`config.mk`:
```
export PLATFORM = sky130hd
export DESIGN_NAME = command_ring_with_reserved_slots_top
export DESIGN_NICKNAME = d
export VERILOG_FILES = /design/src/rtl/crr_pkg.sv /design/src/rtl/crr_slot_mem.sv /design/src/rtl/command_ring_with_reserved_slots_top.sv
export SDC_FILE = /design/constraint.sdc
export NUM_CORES = 2
export LEC_CHECK = 0
export BUFFER_PORTS_ARGS = -buffer_cell sky130_fd_sc_hd__buf_2
export CORE_MARGIN = 5
export CORE_UTILIZATION = 53
export CTS_CLUSTER_SIZE = 10
export DETAILED_ROUTE_END_ITERATION = 7
export PLACE_DENSITY = 0.75
export SYNTH_ARGS = -nofsm -noshare
export SYNTH_HDL_FRONTEND = slang
export SYNTH_SLANG_ARGS = --single-unit
```
`constraint.sdc`:
```
create_clock -name clk -period 18.6 [get_ports clk]
set_clock_uncertainty 0.15 [all_clocks]
set_input_delay 0.93 -clock clk [delete_from_list [all_inputs] [get_ports clk]]
set_output_delay 0.93 -clock clk [all_outputs]
set_load 0.05 [all_outputs]
```
`src/rtl/crr_pkg.sv`:
```
// Shared types and constants for the command ring with reserved slots.
// Used by crr_slot_mem and command_ring_with_reserved_slots_top; no dependencies.
package crr_pkg;

  // Default ring depth; a power of two from 2 to 1024.
  localparam int DEPTH_DEFAULT = 16;

  localparam int SEQ_W   = 48;
  localparam int OWNER_W = 16;
  localparam int EPOCH_W = 32;
  localparam int WORD_W  = 32;
  localparam int RES_W   = 4;
  localparam int CFG_W   = 32;
  localparam int CFG_IDX_W = 2;

  // Operation codes.
  localparam logic [1:0] OP_PUBLISH = 2'd0;
  localparam logic [1:0] OP_CONSUME = 2'd1;
  localparam logic [1:0] OP_CLOSE   = 2'd2;

  // Configuration register indexes.
  localparam logic [CFG_IDX_W-1:0] CFG_CRITICAL_SLOTS = 2'd0;
  localparam logic [CFG_IDX_W-1:0] CFG_OWNER_ID       = 2'd1;
  localparam logic [CFG_IDX_W-1:0] CFG_EPOCH_ID       = 2'd2;

  // Configuration reset values.
  localparam logic [RES_W-1:0]   CRITICAL_SLOTS_RESET = 4'd4;
  localparam logic [OWNER_W-1:0] OWNER_ID_RESET       = 16'd0;
  localparam logic [EPOCH_W-1:0] EPOCH_ID_RESET       = 32'd1;

  // Result status codes.
  typedef enum logic [2:0] {
    ST_PUBLISHED   = 3'd0,
    ST_CLOSED      = 3'd1,
    ST_BAD_SEQ     = 3'd2,
    ST_BAD_CMD     = 3'd3,
    ST_CRIT_RETRY  = 3'd4,
    ST_ORD_FULL    = 3'd5,
    ST_POPPED      = 3'd6,
    ST_EMPTY       = 3'd7
  } status_t;

  // One input item.
  typedef struct packed {
    logic [1:0]         op;
    logic [SEQ_W-1:0]   sequence_req;
    logic [OWNER_W-1:0] owner;
    logic [EPOCH_W-1:0] epoch;
    logic               command_ok;
    logic               is_critical;
    logic [WORD_W-1:0]  command_word;
  } cmd_t;

  // One result item.
  typedef struct packed {
    logic [2:0]        status;
    logic [SEQ_W-1:0]  out_sequence;
    logic [WORD_W-1:0] out_command;
    logic              drained;
  } rsp_t;

  // One stored ring entry.
  typedef struct packed {
    logic [SEQ_W-1:0]  seq;
    logic [WORD_W-1:0] word;
  } slot_t;

endpackage

```
`src/rtl/crr_slot_mem.sv`:
```
// Ring storage: one write port and a registered read port that prefetches the head entry.
// Depends on crr_pkg for the slot_t entry type.
module crr_slot_mem #(
  parameter int DEPTH = crr_pkg::DEPTH_DEFAULT
) (
  input  logic                     clk,
  input  logic                     wr_en,
  input  logic [$clog2(DEPTH)-1:0] wr_addr,
  input  crr_pkg::slot_t           wr_data,
  input  logic [$clog2(DEPTH)-1:0] rd_addr,
  output crr_pkg::slot_t           head
);
  import crr_pkg::*;

  slot_t mem [DEPTH];

  // Write the published entry.
  always_ff @(posedge clk) begin
    if (wr_en) begin
      mem[wr_addr] <= wr_data;
    end
  end

  // Register the entry at next cycle's read pointer; a same-cycle write to it
  // is forwarded so a freshly published entry is visible at once.
  always_ff @(posedge clk) begin
    if (wr_en && (wr_addr == rd_addr)) begin
      head <= wr_data;
    end else begin
      head <= mem[rd_addr];
    end
  end

endmodule

```
`src/rtl/command_ring_with_reserved_slots_top.sv`:
```
// Command ring with reserved slots: top level with control, configuration and handshakes.
// Depends on crr_pkg and crr_slot_mem.

// A single-producer single-consumer command queue of DEPTH entries. Each item is a
// publish, consume or close and yields exactly one result item. Ordinary publishes may
// fill only DEPTH minus critical_slots entries; critical ones may fill the whole ring.
// The block takes one item per cycle sustained. An accepted item passes through the
// input register and then the result register; a stalled result holds the input
// register and stalls the sender. The rate is set by the ring memory, which has one
// write port and one read port whose registered output always holds the oldest
// entry, prefetched ahead. Configuration writes belong only to idle periods.
module command_ring_with_reserved_slots_top #(
  parameter int DEPTH = crr_pkg::DEPTH_DEFAULT
) (
  input  logic                             clk,
  input  logic                             rst,
  input  logic                             cmd_valid,
  output logic                             cmd_stall,
  input  crr_pkg::cmd_t                    cmd,
  output logic                             rsp_valid,
  input  logic                             rsp_stall,
  output crr_pkg::rsp_t                    rsp,
  input  logic                             cfg_we,
  input  logic [crr_pkg::CFG_IDX_W-1:0]    cfg_index,
  input  logic [crr_pkg::CFG_W-1:0]        cfg_data
);
  import crr_pkg::*;

  localparam int IDX_W = $clog2(DEPTH);
  localparam int PTR_W = IDX_W + 1;
  localparam int LIM_W = ((PTR_W > RES_W) ? PTR_W : RES_W) + 1;

  // Configuration registers.
  logic [RES_W-1:0]   critical_slots;
  logic [OWNER_W-1:0] owner_id;
  logic [EPOCH_W-1:0] epoch_id;

  // Ring state.
  logic [PTR_W-1:0] write_pointer, write_pointer_next;
  logic [PTR_W-1:0] read_pointer, read_pointer_next;
  logic [SEQ_W-1:0] last_seq, last_seq_next;
  logic             closed, closed_next;

  // Input register and handshake.
  cmd_t held;
  logic held_valid;
  logic process;
  logic cmd_take;

  // Derived values for the held item.
  logic [PTR_W-1:0] fill;
  logic [LIM_W-1:0] limit;
  logic             wr_en;
  slot_t            wr_data;
  slot_t            head;
  rsp_t             rsp_next;

  assign process   = held_valid && (!rsp_valid || !rsp_stall);
  assign cmd_stall = held_valid && !process;
  assign cmd_take  = cmd_valid && !cmd_stall;

  // Configuration writes.
  always_ff @(posedge clk) begin
    if (rst) begin
      critical_slots <= CRITICAL_SLOTS_RESET;
      owner_id       <= OWNER_ID_RESET;
      epoch_id       <= EPOCH_ID_RESET;
    end else if (cfg_we) begin
      case (cfg_index)
        CFG_CRITICAL_SLOTS: critical_slots <= cfg_data[RES_W-1:0];
        CFG_OWNER_ID:       owner_id       <= cfg_data[OWNER_W-1:0];
        CFG_EPOCH_ID:       epoch_id       <= cfg_data[EPOCH_W-1:0];
        default: ;
      endcase
    end
  end

  // Input register.
  always_ff @(posedge clk) begin
    if (rst) begin
      held_valid <= 1'b0;
    end else if (cmd_take) begin
      held_valid <= 1'b1;
    end else if (process) begin
      held_valid <= 1'b0;
    end
  end

  always_ff @(posedge clk) begin
    if (cmd_take) begin
      held <= cmd;
    end
  end

  // Publish limit: critical items may use every entry, ordinary ones stop short
  // of the reserve, and a reserve at or above the depth shuts them out.
  assign fill = write_pointer - read_pointer;

  always_comb begin
    if (held.is_critical) begin
      limit = LIM_W'(DEPTH);
    end else if (LIM_W'(critical_slots) >= LIM_W'(DEPTH)) begin
      limit = '0;
    end else begin
      limit = LIM_W'(DEPTH) - LIM_W'(critical_slots);
    end
  end

  // Decode the held item and form the next state and the result.
  always_comb begin
    write_pointer_next = write_pointer;
    read_pointer_next  = read_pointer;
    last_seq_next      = last_seq;
    closed_next        = closed;
    wr_en              = 1'b0;
    wr_data.seq        = held.sequence_req;
    wr_data.word       = held.command_word;
    rsp_next.status       = ST_CLOSED;
    rsp_next.out_sequence = '0;
    rsp_next.out_command  = '0;

    if (held_valid) begin
      case (held.op)
        OP_PUBLISH: begin
          if (closed) begin
            rsp_next.status = ST_CLOSED;
          end else if (held.sequence_req <= last_seq) begin
            rsp_next.status = ST_BAD_SEQ;
          end else if ((held.owner != owner_id) || (held.epoch != epoch_id) ||
                       !held.command_ok) begin
            rsp_next.status = ST_BAD_CMD;
          end else if (LIM_W'(fill) >= limit) begin
            rsp_next.status = held.is_critical ? ST_CRIT_RETRY : ST_ORD_FULL;
          end else begin
            rsp_next.status    = ST_PUBLISHED;
            wr_en              = process;
            last_seq_next      = held.sequence_req;
            write_pointer_next = write_pointer + PTR_W'(1);
          end
        end
        OP_CONSUME: begin
          if (fill == '0) begin
            rsp_next.status = ST_EMPTY;
          end else begin
            rsp_next.status       = ST_POPPED;
            rsp_next.out_sequence = head.seq;
            rsp_next.out_command  = head.word;
            read_pointer_next     = read_pointer + PTR_W'(1);
          end
        end
        default: begin
          // Close, and the unused code, set the sticky flag.
          rsp_next.status = ST_CLOSED;
          closed_next     = 1'b1;
        end
      endcase
    end

    rsp_next.drained = closed_next && (write_pointer_next == read_pointer_next);

    if (!process) begin
      write_pointer_next = write_pointer;
      read_pointer_next  = read_pointer;
      last_seq_next      = last_seq;
      closed_next        = closed;
    end
  end

  // Ring state registers.
  always_ff @(posedge clk) begin
    if (rst) begin
      write_pointer <= '0;
      read_pointer  <= '0;
      last_seq      <= '0;
      closed        <= 1'b0;
    end else begin
      write_pointer <= write_pointer_next;
      read_pointer  <= read_pointer_next;
      last_seq      <= last_seq_next;
      closed        <= closed_next;
    end
  end

  // Result register; it frees up when the consumer takes the item.
  always_ff @(posedge clk) begin
    if (rst) begin
      rsp_valid <= 1'b0;
    end else if (process) begin
      rsp_valid <= 1'b1;
    end else if (!rsp_stall) begin
      rsp_valid <= 1'b0;
    end
  end

  always_ff @(posedge clk) begin
    if (process) begin
      rsp <= rsp_next;
    end
  end

  // Ring storage; the read side tracks next cycle's read pointer.
  crr_slot_mem #(
    .DEPTH (DEPTH)
  ) u_slot_mem (
    .clk     (clk),
    .wr_en   (wr_en && !rst),
    .wr_addr (write_pointer[IDX_W-1:0]),
    .wr_data (wr_data),
    .rd_addr (rst ? '0 : read_pointer_next[IDX_W-1:0]),
    .head    (head)
  );

endmodule

```
## Word level (Yosys, flattened, before mapping)

Memory sizes are Yosys's and may differ from the RTL's. A register that Yosys moved wholly into a read port is not among the register bits.
Cells that the tools add are included.

| operators by class | value |
|---|---|
| add/sub/neg operators | 4 |
| magnitude comparators | 2 |
| eq/ne operators | 7 |
| muxes and demuxes | 33 |
| bitwise operators | 6 |
| reductions and logical operators | 24 |

Operator list:

| kind | count |
|---|---|
| 48-bit less-or-equal comparator | 1 |
| 5-bit two-way mux | 9 |
| 32-bit != test | 1 |
| 1-bit two-way mux | 16 |
| 16-bit != test | 1 |
| 3-bit two-way mux | 4 |
| 5-bit by 1-bit adder with 5-bit output (second input constant) | 2 |
| 4-bit two-way mux | 2 |
| 7-bit AND reduction | 1 |
| 5-bit by 6-bit >= comparator with 1-bit output | 1 |
| 1-bit zero test | 6 |
| 6-bit two-way mux | 1 |
| 1-bit NOT | 6 |
| 3-bit one-hot mux with 2 select lines | 1 |
| 2-bit AND reduction | 3 |
| 5-bit by 4-bit subtractor with 6-bit output (first input constant) | 1 |
| 5-bit equality test | 1 |
| 1-bit logical AND | 5 |
| 5-bit zero test | 1 |
| 5-bit subtractor | 1 |
| 2-bit by 1-bit equality test with 1-bit output (second input constant) | 2 |
| 2-bit zero test | 2 |
| 1-bit logical OR | 3 |
| 3-bit OR reduction | 1 |
| 4 further kinds | 4 |

| storage, ports and cells | value |
|---|---|
| bits in registers | 329 |
| bits in writable memories | 1280 |
| output and inout bits | 86 |
| logic and storage cells | 98 |
| memories | 1 |

Memory list:

| name | depth | width | rd ports | clocked after Yosys merged registers in | wr ports | line | RTL |
|---|---|---|---|---|---|---|---|
| u_slot_mem.mem | 16 | 80 | 1 | 1 | 1 | crr_slot_mem.sv:15 | `slot_t mem [DEPTH];` |

## Depth between registers and ports, before layout

| depth | value |
|---|---|
| depth after elaboration | 12 |
| depth in mapped cells | 17 |
| gate-level depth less buffers | 14 |

## Cells and area by module

A second synthesis with hierarchy kept.

| second synthesis, totals | value |
|---|---|
| cell total of the unflattened synthesis | 3116 |
| area, all modules | 61337.6 um2 |

By module, submodules not included:

| module | instances | cells each | area each (um2) | sequential area each (um2) |
|---|---|---|---|---|
| crr_slot_mem | 1 | 1978 | 47916.0 | 38516.9 |
| command_ring_with_reserved_slots_top | 1 | 1138 | 13421.6 | 8748.4 |

## Least setup slack after synthesis

OpenSTA, ideal clock, no wires.

| path | value |
|---|---|
| path kind | register to register |
| start point | register read_pointer[1] |
| end point | memory u_slot_mem.mem[6][0] (netlist name), enable pin |
| library setup time | 0.744 ns |
| data arrival time | 11.577 ns |
| required time | 17.706 ns |
| setup slack | 6.129 ns |
| stages on the path, launching flop included | 16 |
| path buffers | 4 |
| cells stage by stage | dfxtp_1 clkbuf_1 clkbuf_1 clkbuf_1 inv_1 fa_1 nand3_1 and3_1 nor2_1 ha_1 a21o_1 a31oi_1 and4_1 clkbuf_1 o21ai_2 nor4b_1 |

| between the ends | value |
|---|---|
| longest elaborated chain between the ends | 11 |

RTL lines:

| element | line | RTL |
|---|---|---|
| start, declared | command_ring_with_reserved_slots_top.sv:40 | `logic [PTR_W-1:0] read_pointer, read_pointer_next;` |
| start signal, assigned | command_ring_with_reserved_slots_top.sv:178 | `read_pointer <= read_pointer_next;` |
| 5-bit subtractor | command_ring_with_reserved_slots_top.sv:97 | `assign fill = write_pointer - read_pointer;` |
| 5-bit by 6-bit >= comparator with 1-bit output | command_ring_with_reserved_slots_top.sv:132 | `end else if (LIM_W'(fill) >= limit) begin` |
| 1-bit two-way mux | command_ring_with_reserved_slots_top.sv:132 |  |
| 1-bit two-way mux | command_ring_with_reserved_slots_top.sv:129 | `end else if ((held.owner != owner_id) \|\| (held.epoch != epoch_id) \|\|` |
| 1-bit two-way mux | command_ring_with_reserved_slots_top.sv:127 | `end else if (held.sequence_req <= last_seq) begin` |
| 1-bit two-way mux | command_ring_with_reserved_slots_top.sv:125 | `if (closed) begin` |
| 1-bit two-way mux | command_ring_with_reserved_slots_top.sv:123 | `case (held.op)` |
| 1-bit two-way mux | command_ring_with_reserved_slots_top.sv:122 | `if (held_valid) begin` |
| 1-bit logical AND | command_ring_with_reserved_slots_top.sv:206 | `.wr_en (wr_en && !rst),` |
| 1-bit two-way mux | crr_slot_mem.sv:19 | `if (wr_en) begin` |
| 1-bit two-way mux (not written as such) | crr_slot_mem.sv:20 | `mem[wr_addr] <= wr_data;` |
| end, declared | crr_slot_mem.sv:15 |  |

Every way passes these cells.

## Worst setup path after layout

| path | value |
|---|---|
| start point | register read_pointer[0] |
| end point | memory u_slot_mem.mem[13][3] (netlist name), enable pin |

Same word-level chain as after synthesis.

==> impl_metrics.ini <==
[final_layout]
multi_input_area_sq_um = 14000
drive_above_1_share_pct = 28.1
finish.utilization_pct = 60.7
finalNonFillerCells = 4962
area_growth_pct = 13.8
fin_nets = 3566
n_fill_cell = 7867
seq_area_sq_um = 47200
mostFrequentLayoutCells = 1496 x edfxtp_1, 400 x mux4_2, 255 x buf_2
mostFrequentLayoutCell = edfxtp_1

[synth]
yosysUniqueCellTypes = 58
synth_nets = 3224
synth-seq-cells = 1609
synth_top_area_cell = edfxtp_1
netlist_area_sq_um = 61900
synthArstFlopShare_pct = 0
synth_area_leaders = edfxtp_1 73%, mux4_2 15%, dfxtp_1 3.7%, ha_1 1.3%, a21oi_1 1.1%
yosysSeqAreaShare_pct = 76.2
synth_top_cell_area_share_pct = 72.5
syn_avg_cell_area_sq_um = 20.7
synth_ff_type = edfxtp_1
yosysWarnings = 0
synth_edf_count = 1496
synth_cells = 2989

[sta]
period_minus_slack_ns = 6.90
worstMarginPinSlew_ns = 1.19
fmax_mhz = 145
maxSlewHeadroom_pct = 20.9
finalSetupViolations = 0
slew_violations = 0
period_share_pct = 37.1
setup_tns_ns = 0
rsz0062_at_grt = no
hold_viol = 0
worst_hold_slack_ns = 0.155

[status]
status = finished clean

[setup_path]
crit_chain = ha_1 -> inv_1 -> fa_1 -> nand3_1 -> and3_1 -> nor2_1 -> ha_1 -> a21o_1 -> a31oi_1 -> and4_2 -> buf_4 -> o21ai_2 -> nor3_2 -> buf_4 -> buf_4
cp-end-kind = flip-flop
crit_top_cell = buf_4
cp_slowest_cell = buf_4
rrSetupSlack_ns = 11.70
max_stage_delay_ns = 0.86
critPathArrivalTime_ns = 7.11
crit_type = flip-flop to flip-flop
worst_r2r_startpoint = read_pointer[0]
path_buf_inv = 4
r2r-end = u_slot_mem.mem[13][3]
crit_family = buffers and inverters
crit_fanout = 50
r2r_cells = 15
startpoint_type = flip-flop
required_ns = 18.81

[pwr]
p_clk_share_pct = 43.6
seq_power_share_pct = 54.8
p_sw_mw = 1.51
p_leak_nw = 22.5
combPwrFrac_pct = 1.7
p_per_area_nw_per_um2 = 105
p_int_mw = 5.87
switching_share_pct = 20.5
ir_drop_mv = 0.0898

[clock_tree]
clock_latency_ns = 0.80
cts-buffers-inserted = 182
max-clock-path-buffers = 3
cts.reportedPaths.clkPinSlew_ns = 0.06
cts-root-buf = clkbuf_16
cts_hold_buf = 0
tritoncts = yes
post_cts_buffers = 0
cts.sinks = 1609
htree_levels = 4
cts_resized = 0

[worst_hold_path]
hold_path.class = input port to flip-flop
hold_path_depth = 1
hp-start = cmd[131]
min_to = held[131]

[route]
finalWirelength_um = 145000
final_antenna_net_count = 0
drt_pass1_iterations = 6
viasPerCell = 6.32
drt_iter0_markers = 3353
drc_errors = 0
post_drt_wl_per_cell_um = 29.3
vias = 31300

[global_routing]
first_global_vias = 32300
antenna_found_initial = 20
grt_pass1_wl_um = 215000
grt_max_degree = 168
grt_usage_pct = 23.7
grt_overflow_total = 0

[die]
coreArea_sq_um = 116000
fp.dieH_um = 352
dieArea_sq_um = 124000
ios = 257
fp.dieW_um = 352
placementRows = 125
floorplan.initialDensity_pct = 53.4

[placement]
globalplace.congestion = 0.840
numPortBuffers = 256
post-place-cells = 4671
hpwl_um = 75600

[flow_run]
maxCapViolCount = 0
==> cells in the mapped netlist (3+ instances only) <==
cell type     n
a21o_1        3
nor4_1       31
a221oi_1      3
dfxtp_1     113
and3_1       83
nand4_1      13
nand3_1      67
nand2b_1      8
clkbuf_1    114
nand3b_1      5
nand2_1     120
edfxtp_1   1496
nor4b_1       6
mux2i_1       3
buf_2        19
o211ai_1     52
o21ai_0      15
nor2b_1       6
nor3_1       13
xor2_1       49
a31oi_1       3
or3_1         4
buf_1        27
a21oi_1     135
mux4_2      400
nor2_1       24
xnor2_1       9
and4_1        3
ha_1         63
inv_1        65
==> power groups by stage <==
stage	registers, mW	logic, mW	clock network (mW)
6_report	4.04	0.123	3.21
5_1_grt	4.04	0.132	3.44
4_1_cts	4.04	0.123	3.27
3_5_place_dp	4.11	0.122	0
3_3_place_gp	4.11	0.120	0
2_1_floorplan	4.12	0.0437	0
==> final cells by class <==
cell class / count / area share (%)
flip-flops and latches: 1609 / 67.0
multi-input cells: 1153 / 19.9
clock buffers: 262 / 7.00
well taps: 1524 / 2.71
repair buffers: 320 / 2.56
clock inverters: 20 / 0.474
inverters: 65 / 0.357
diodes: 9 / 0.0320
==> per-layer routing <==
metal	vias up	wire length, um	part of all wire, %	track usage [%]
met5	-	96	0.066	0
met4	16	3590	2.5	7.15
met3	242	13400	9.2	6.00
met2	1732	71900	49	38.1
met1	16400	56400	39	32.7
li1	13000	-	-	-
==> logic make-up (layout without fill, tap and decap cells) <==
logic type                 count (synthesis)  count (layout)  synth area share, %
AOI/OAI and AO/OA                        230             230                 2.24
xor gates and xnor gates                  58              58                0.820
adders and majority gates                 64              64                 1.31
buffers and inverters                    227             667                 1.43
DFF                                     1609            1609                 76.2
muxes                                    406             406                 14.7
other                                      0               9                    0
and+or+nand+nor                          395             395                 3.36
==> registers in the layout (all words and copies together), names as in the netlist <==
| name | cells |
|---|---|
| u_slot_mem.mem | 1280 |
| held | 132 |
| rsp | 84 |
| last_seq | 48 |
| epoch_id | 32 |
| owner_id | 16 |
| read_pointer | 5 |
| write_pointer | 5 |
| critical_slots | 4 |
| closed | 1 |
| held_valid | 1 |
| rsp_valid | 1 |
==> metrics by stage <==
| step | instance area [sq um] | setup WS [ns] | total power, mW |
|---|---|---|---|
| CTS | 70400 | 11.69 | 7.43 |
| global placement | 65200 | 11.86 | 4.23 |
| global route | 70400 | 11.38 | 7.61 |
| detailed placement | 65200 | 11.74 | 4.23 |
| floorplan | 61900 | 6.13 | 4.16 |
| finish | 70400 | 11.70 | 7.37 |
==> worst max path at each step <==
stage / from / endpoint / depth (start not counted)
final: read_pointer[0] / u_slot_mem.mem[13][3] / 15
after floorplan: read_pointer[1] / u_slot_mem.mem[6][0] / 15
after global placement: read_pointer[0] / u_slot_mem.mem[13][18] / 15
after CTS: read_pointer[2] / u_slot_mem.mem[13][3] / 14
after detailed placement: read_pointer[2] / u_slot_mem.mem[13][18] / 14
after global routing: read_pointer[2] / u_slot_mem.mem[13][3] / 14
(Power assumes the default switching activity.)
